## config.mk

```make
export PLATFORM = sky130hd
export DESIGN_NAME = lphm_hash
export DESIGN_NICKNAME = d
export VERILOG_FILES = /design/src/hdl/lphm_pkg.sv /design/src/hdl/lphm_hash.sv
export SDC_FILE = /design/constraint.sdc
export NUM_CORES = 1
export LEC_CHECK = 0
export BUFFER_PORTS_ARGS = -buffer_cell sky130_fd_sc_hd__buf_4
export CAP_MARGIN = 20
export CORE_MARGIN = 2
export CORE_UTILIZATION = 55
export DETAILED_ROUTE_END_ITERATION = 16
export GPL_ROUTABILITY_DRIVEN = 0
export PLACE_DENSITY = 0.86
export SLEW_MARGIN = 20
export SYNTH_ARGS = -nofsm -noshare
export SYNTH_HDL_FRONTEND = slang
export SYNTH_SLANG_ARGS = --single-unit
```

## constraint.sdc

```tcl
create_clock -name aclk -period 11.2 [get_ports aclk]
set_input_delay 1.12 -clock aclk [delete_from_list [all_inputs] [get_ports aclk]]
set_output_delay 1.12 -clock aclk [all_outputs]
set_load 0.02 [all_outputs]
```

## src/hdl/lphm_pkg.sv

```systemverilog
// ---------------------------------------------------------------------------
// lphm_pkg: shared types and constants for the linear probing hash map
// Sizes, memory word layouts, command and status codes and controller states.
// ---------------------------------------------------------------------------
`timescale 1ns / 1ps
`default_nettype none

package lphm_pkg;

    localparam int SLOTS      = 256;
    localparam int ITEMS      = 128;
    localparam int VALUE_BITS = 32;

    localparam int SLOT_BITS  = $clog2(SLOTS);
    localparam int ITEM_BITS  = $clog2(ITEMS);
    localparam int CNT_BITS   = $clog2(ITEMS + 1);
    localparam int HC_BITS    = SLOT_BITS + 1;
    localparam int FILL_LIMIT = SLOTS - SLOTS / 3;

    localparam int KEY_BITS   = 64;
    localparam int HASH_BITS  = 32;

    typedef enum logic [1:0] {
        CMD_FIND   = 2'd0,
        CMD_INSERT = 2'd1,
        CMD_REMOVE = 2'd2,
        CMD_CLEAR  = 2'd3
    } cmd_t;

    typedef enum logic [2:0] {
        STS_OK        = 3'd0,
        STS_NOT_FOUND = 3'd1,
        STS_DUPLICATE = 3'd2,
        STS_FULL      = 3'd3,
        STS_ZERO_HASH = 3'd4
    } status_t;

    typedef struct packed {
        logic [HASH_BITS-1:0] hash;
        logic [ITEM_BITS-1:0] idx;
        logic [HC_BITS-1:0]   hc;
    } slot_t;

    typedef struct packed {
        logic [KEY_BITS-1:0]   key;
        logic [VALUE_BITS-1:0] value;
        logic [SLOT_BITS-1:0]  slot;
    } item_t;

    typedef enum logic [4:0] {
        ST_IDLE,
        ST_HASH,
        ST_LOC_HOME,
        ST_LOC_RD,
        ST_LOC_CHK,
        ST_LOC_KEY,
        ST_DECIDE,
        ST_INS_RD,
        ST_INS_CHK,
        ST_INS_WR,
        ST_RM_WR,
        ST_HC_RD,
        ST_HC_WR,
        ST_MV_RD,
        ST_MV_WR,
        ST_MV_SLOT,
        ST_RESP
    } state_t;

endpackage

`default_nettype wire

```

## src/hdl/lphm_hash.sv

```systemverilog
// ---------------------------------------------------------------------------
// lphm_hash: three-stage pipelined 64-to-32-bit integer mix hash
// One wide add or shift-add group per stage; done flags a valid result.
// ---------------------------------------------------------------------------
`timescale 1ns / 1ps
`default_nettype none

module lphm_hash (
    input  wire logic                          aclk,
    input  wire logic                          aresetn,
    input  wire logic                          start,
    input  wire logic [lphm_pkg::KEY_BITS-1:0] key,
    output logic                               done,
    output logic [lphm_pkg::HASH_BITS-1:0]     hash
);
    import lphm_pkg::*;

    logic [KEY_BITS-1:0]  k1_next, k2_next, k3_next;
    logic [KEY_BITS-1:0]  st1_reg, st2_reg;
    logic [KEY_BITS-1:0]  k4, k5, k6;
    logic [HASH_BITS-1:0] hash_reg;
    logic [2:0]           vld_reg;

    always_comb begin
        k1_next = (~key) + (key << 18);
        k2_next = k1_next ^ (k1_next >> 31);
        k3_next = (st1_reg << 4) + (st1_reg << 2) + st1_reg;
        k4      = st2_reg ^ (st2_reg >> 11);
        k5      = k4 + (k4 << 6);
        k6      = k5 ^ (k5 >> 22);
    end

    always_ff @(posedge aclk) begin
        st1_reg  <= k2_next;
        st2_reg  <= k3_next;
        hash_reg <= k6[HASH_BITS-1:0];
        if (!aresetn) begin
            vld_reg <= '0;
        end else begin
            vld_reg <= {vld_reg[1:0], start};
        end
    end

    assign done = vld_reg[2];
    assign hash = hash_reg;

endmodule

`default_nettype wire

```

==> After elaboration in Yosys (flattened, before gate mapping) <==
Cells that the tools add are included.
{ "totals": {"wordCells": 12, "reg_bits": 163} }
{ "classes": {"add_sub_neg": 4, "bitwise": 4} }
{ "op_table": {"columns": ["cell", "count"], "rows": [
  ["$add A64 B64 Y64", 3],
  ["$not A64 Y64", 1],
  ["$xor A64 B33 Y64", 1],
  ["$add A54 B54 Y54", 1],
  ["$xor A54 B53 Y54", 1],
  ["$xor A32 B32 Y32", 1]
]} }

==> Longest topological paths before layout <==
Gate-level depths: netlist of run 1.
{ "depth": {"ltp_word": 3, "mapped_depth": 15, "ltp_nobuf": 15} }

==> Least setup slack after synthesis of run 1 <==
Ideal clock, no wire load.
{ "synth_timing": {"path_type": "input-to-reg", "from": "input key[32] (netlist bit)", "to": "register st1_reg[31]", "stages": 14, "required_ns": 11.069, "setup_slack_ns": 7.559, "arrival_ns": 3.509, "path_cell_list": "inv_1 -> ha_1 -> clkbuf_1 -> a21oi_1 -> nand2_1 -> a211o_1 -> a32oi_1 -> nand3_1 -> a31oi_1 -> nor3_1 -> a2111o_1 -> a21oi_1 -> xnor2_1 -> xor2_1"} }
{ "synth_between": {"elab_chain_cells": 3} }
{ "synth_lines": {"columns": ["element", "line", "rtl"], "rows": [
  ["from (decl)", "lphm_hash.sv:12", "input wire logic [lphm_pkg::KEY_BITS-1:0] key,"],
  ["$not A64 Y64", "lphm_hash.sv:25", "k1_next = (~key) + (key << 18);"],
  ["$add A64 B64 Y64 *", "lphm_hash.sv:25", null],
  ["net k1_next[62]", "lphm_hash.sv:18", "logic [KEY_BITS-1:0] k1_next, k2_next, k3_next;"],
  ["$xor A64 B33 Y64 *", "lphm_hash.sv:26", "k2_next = k1_next ^ (k1_next >> 31);"],
  ["net k2_next[31]", "lphm_hash.sv:18", null],
  ["to (signal assigned)", "lphm_hash.sv:34", "st1_reg <= k2_next;"],
  ["to (decl)", "lphm_hash.sv:19", "logic [KEY_BITS-1:0] st1_reg, st2_reg;"]
]} }
Mark *: on every way through the listed nets, which the timed path passes. The rest lies on a longest branch.
A chain may end at the register's enable or synchronous reset.

==> Final worst setup path of run 1 <==
{ "layout_timing": {"from": "register st2_reg[17]", "to": "register hash_reg[26] (netlist: hash[26])"} }
{ "layout_between": {"elab_chain_cells": 3} }
{ "layout_lines": {"columns": ["element", "line", "rtl"], "rows": [
  ["from (decl)", "lphm_hash.sv:19", null],
  ["from (signal assigned)", "lphm_hash.sv:35", "st2_reg <= k3_next;"],
  ["$xor A54 B53 Y54", "lphm_hash.sv:28", "k4 = st2_reg ^ (st2_reg >> 11);"],
  ["$add A54 B54 Y54", "lphm_hash.sv:29", "k5 = k4 + (k4 << 6);"],
  ["$xor A32 B32 Y32", "lphm_hash.sv:30", "k6 = k5 ^ (k5 >> 22);"],
  ["net k6[26]", "lphm_hash.sv:20", "logic [KEY_BITS-1:0] k4, k5, k6;"],
  ["to (signal assigned)", "lphm_hash.sv:36", "hash_reg <= k6[HASH_BITS-1:0];"],
  ["to (decl)", "lphm_hash.sv:21", "logic [HASH_BITS-1:0] hash_reg;"]
]} }
The timed path passes the listed nets, and every way through them passes these cells.

==> results.yml, run 1 <==
critical_path:
  worstSetupStartpointType: "register"
  reg2reg_from: "st2_reg[17]$_DFF_P_"
  cp-startpoint: "st2_reg[17]$_DFF_P_"
  path_buf_inv: 0
  arrival_ns: 4.43
  critPathRequiredTime_ns: 11.52
  cpMostUsedCell: "o31a_1"
  crit_family: "compound AO/OA/AOI/OAI gates"
  crit_fanout: 4
  crit_type: "register to register"
  max_stage_delay_ns: 0.45
  crit_path_end_kind: "register"
  crit_slowest_cell: "a31oi_1"
  crit_chain: "xor2_1, ha_1, fa_1, a211oi_1, o21ai_1, a31oi_1, o31a_1, or2_1, o31a_1, o2111ai_1, and2_1, a221oi_2, o21bai_1, xnor2_1"
placement:
  placed_cells_incl_taps: 1928
  hpwl_um: 29900
  port_buffers: 99
  postPlaceCellArea_mm2: 0.0148
clocking:
  post_cts_resized: 0
  htreeDepth: 4
  clkTransAtPathRegs_ns: 0.07
  numClockSinks: 163
  clock_latency_ns: 0.44
  cts_root_buf: "clkbuf_16"
  cts_buffer_depth: 2
  cts_tree: "built"
  cts_hold_buf: 0
  cts_setup_buffers: 0
  cts_buffers: 17
sta:
  setup_violations: 0
  rsz0062_at_grt: "false"
  tns_ns: 0
  hold_violations: 0
  relSlewSlack_pct: 55.3
  slew_viol_final: 0
  fmax_mhz: 243
  period_share_pct: 36.7
  fin_skew_ns: 0.0111
  worst_pin_slew_ns: 0.665
  finalCriticalPeriod_ns: 4.11
yosys:
  yosys_most_used_dff: "dfxtp_1"
  syn-instance-count: 1548
  synth_area_leader_cell: "dfxtp_1"
  synthArstFlopShare_pct: 0
  yosys_warnings: 0
  netlist_area_mm2: 0.0138
  synth_nets: 1831
  seq_area_frac_synth_pct: 23.7
  avgSynthCellArea_um2: 8.90
  synth_common_cells: "dfxtp_1 (163), ha_1 (154), xnor2_1 (149)"
  synth_most_common_cell: "dfxtp_1"
  yosysUniqueCellTypes: 58
  synth_top_area_share_pct: 23.7
  synth_edf_count: 0
  ys_ff_latch: 163
  synthTopCellsByArea: "dfxtp_1 (24%), ha_1 (14%), xnor2_1 (9.5%)"
floorplanning:
  core-area_mm2: 0.0245
  io_pins: 100
  die_w_um: 162
  die_area_mm2: 0.0263
  start_util_pct: 56.3
  rows: 57
  fp.dieH_um: 162
routing:
  wirelength_um: 36700
  wl_per_cell_um: 18.7
  drt_pass1_iterations: 5
  via_per_inst: 6.10
  first_iter_violations: 1033
  vias: 12000
  ant_nets: 0
  drcViolationCount: 0
run_status:
  status: "complete, no violations"
grt:
  first_global_vias: 11600
  grt_pass1_wl_um: 58700
  grt_start_max_net_pins: 17
  overflow: 0
  antenna_found_initial: 0
  track_usage_pct: 28.1
cells_and_area:
  final_nets: 1906
  syn2layout_area_growth_pct: 11.9
  fin_util_pct: 63.0
  final_cells: 1960
  fillers: 1946
  antenna_cells: 0
  layout-drive-gt1-share_pct: 8.68
  design_area_mm2: 0.0154
flow_run:
  maxCapViolCount: 0
hold_path:
  hp-start: "st1_reg[0]$_DFF_P_"
  worstHoldPathType: "register to register"
[per-stage QoR]
step | hold WS, ns | setup slack, ns
CTS | 0.414 | 7.18
detailed placement | 0.405 | 7.06
global route | 0.425 | 6.82
global placement | 0.398 | 7.16
floorplan | 0.379 | 7.56
finish | 0.407 | 7.09
[cell usage in the layout, fill, tap and decap left out, drive strengths merged, types with 62 or more instances in the layout]
cell type	instances
a21o	108
a21oi	146
buf	99
dfxtp	163
fa	62
ha	154
inv	90
nand2	72
nor2	73
o21ai	85
xnor2	149
xor2	119
[worst register-to-register path, cell delays in order (launching register included)]
cell	delay, ns
dfxtp_1	0.34
xor2_1	0.21
ha_1	0.27
fa_1	0.44
a211oi_1	0.35
o21ai_1	0.13
a31oi_1	0.45
o31a_1	0.29
or2_1	0.19
o31a_1	0.25
o2111ai_1	0.14
and2_1	0.19
a221oi_2	0.44
o21bai_1	0.16
xnor2_1	0.14
[logic make-up after synthesis]
kind of cell               synth area share [%]
AOI/OAI and AO/OA                          22.1
and+or+nand+nor                            10.8
xor gates and xnor gates                   17.0
adders and majority gates                  23.0
DFF                                        23.7
buffers and inverters                      3.42
[path summary, 6_finish.rpt]
kind	to	slack (ns)	cells after the start
setup reg to reg	hash[26]$_DFF_P_	7.09	14
hold reg to reg	st2_reg[0]$_DFF_P_	0.41	0
setup / recovery	hash[26]$_DFF_P_	7.09	14
hold / removal	st2_reg[0]$_DFF_P_	0.41	0
[layer usage]
| metal | routed length, um | global-route usage, % | up-vias | share of wire [%] |
|---|---|---|---|---|
| met4 | 2530 | 18.3 | 0 | 6.9 |
| li1 | - | - | 5656 | - |
| met5 | 0 | 0 | - | 0 |
| met1 | 15100 | 35.1 | 5496 | 41 |
| met3 | 2840 | 4.39 | 145 | 7.7 |
| met2 | 16200 | 45.1 | 665 | 44 |
[final cells by class]
cell class	instances	area, um2	share of cell area, %
tap	324	405	2.63
multi-input combinational	1260	10000	65.2
clock inverter	14	211	1.37
sequential	163	3260	21.2
clock buffer	18	439	2.85
timing repair buffer	99	743	4.82
inverter	82	308	2.00
Power of run 1 is not shown: default switching activity piles up to over one toggle a cycle in this logic, so the estimate is an artifact.
==> run 2, diff against run 1 <==
Clock period 11.2 ns to 4.15 ns, I/O delays scaled along.
==> results.yml, run 2 (same netlist as run 1, synthesis figures left out) <==
run_status:
  status: "complete, no violations"
grt:
  busiest_layer: "met2"
  antenna_found_initial: 0
  overflow: 0
  grt_pass1_wl_um: 58500
  grtUsageMet2_pct: 47.2
  gr-usage-met1_pct: 34.0
  grt_use_met3_pct: 4.01
  track_usage_pct: 28.0
  grt_start_max_net_pins: 18
  first_global_vias: 11800
clocking:
  clkTransAtPathRegs_ns: 0.07
  cts_buffer_depth: 2
  cts_buffers: 17
  cts_setup_buffers: 0
  clock_latency_ns: 0.43
  cts_tree: "built"
  numClockSinks: 163
  htreeDepth: 4
  cts_root_buf: "clkbuf_16"
sta:
  relSlewSlack_pct: 45.5
  fmax_mhz: 254
  period_share_pct: 94.8
  slew_viol_final: 0
  finalCriticalPeriod_ns: 3.93
  fin_skew_ns: 0.0120
  setup_violations: 0
  hold_violations: 0
  worst_pin_slew_ns: 0.810
  tns_ns: 0
cells_and_area:
  final_cell_mix: "dfxtp_1 (163), ha_1 (154), xnor2_1 (149)"
  final_nets: 1908
  fillers: 2002
  fin_util_pct: 62.8
  antenna_cells: 0
  syn2layout_area_growth_pct: 11.5
  mostFrequentLayoutCell: "dfxtp_1"
  layout-drive-gt1-share_pct: 9.04
critical_path:
  crit_type: "register to register"
  cpMostUsedCell: "a31oi_1"
  crit_fanout: 5
  crit_chain: "fa_1, ha_1, a21o_1, a31o_2, a221oi_1, and3_1, o21a_1, o21ai_2, a31oi_1, o21bai_2, a31oi_1, a31oi_1, xor2_1"
  worstSetupStartpointType: "register"
  arrival_ns: 4.25
  critPathRequiredTime_ns: 4.46
  max_stage_delay_ns: 0.48
  crit_path_end_kind: "register"
  crit_slowest_cell: "fa_1"
floorplanning:
  die_w_um: 162
  fp.dieH_um: 162
  io_pins: 100
  core-area_mm2: 0.0245
  rows: 57
  start_util_pct: 56.3
  die_area_mm2: 0.0263
flow_run:
  maxCapViolCount: 0
hold_path:
  worstHoldPathType: "input port to register"
routing:
  via_per_inst: 6.12
  wirelength_um: 36900
  vias: 12000
  drcViolationCount: 0
  drt_pass1_iterations: 7
  first_iter_violations: 916
  ant_nets: 0
  wl_per_cell_um: 18.8
placement:
  hpwl_um: 30400
  port_buffers: 99
## run 2: metrics by stage
stage / instance area (um2) / std cells / setup slack (ns) / hold slack, ns
2_1_floorplan: 13800 / 1548 / 0.617 / 0.379
3_3_place_gp: 14800 / 1930 / 0.284 / 0.383
3_5_place_dp: 14800 / 1930 / 0.108 / 0.396
4_1_cts: 15300 / 1962 / 0.0988 / 0.187
5_1_grt: 15400 / 1962 / -0.00435 / 0.194
6_report: 15400 / 1962 / 0.217 / 0.200
## run 2: critical path, delay by kind of cell (launching register included)
family          cells  cell delay, ns
compound gates      9            2.04
flops               1            0.45
simple gates        1            0.31
xor+xnor            1            0.15
fa+ha+maj           2            0.87
## run 2: final timing paths
check	start	end	slack, ns	cells after the start
setup / recovery	st1_reg[17]$_DFF_P_	st2_reg[61]$_DFF_P_	0.22	13
hold / removal	start	vld_reg[0]$_SDFF_PN0_	0.20	2
setup reg to reg	st1_reg[17]$_DFF_P_	st2_reg[61]$_DFF_P_	0.22	13
hold reg to reg	st1_reg[1]$_DFF_P_	st2_reg[1]$_DFF_P_	0.40	0
## run 2: area by class of cell
| type | instances | area (um2) | share of cell area [%] |
|---|---|---|---|
| Multi-Input combinational cell | 1260 | 10100 | 65.5 |
| Sequential cell | 163 | 3260 | 21.2 |
| Timing Repair Buffer | 101 | 758 | 4.94 |
| Clock buffer | 17 | 425 | 2.77 |
| Tap cell | 324 | 405 | 2.64 |
| Inverter | 82 | 308 | 2.00 |
| Clock inverter | 15 | 143 | 0.929 |
## run 2: what timing repair did
item	in CTS	in global routing
setup endpoints to repair	0	6
hold buffers	0	0
gates resized for setup	0	4
## run 2: metal layers
metal  up-vias  wire, um
met5         -         0
met4         0      2250
met3       152      2720
met2       658     17200
met1      5526     14800
li1       5665         -
Power of run 2 is left out for the same reason.
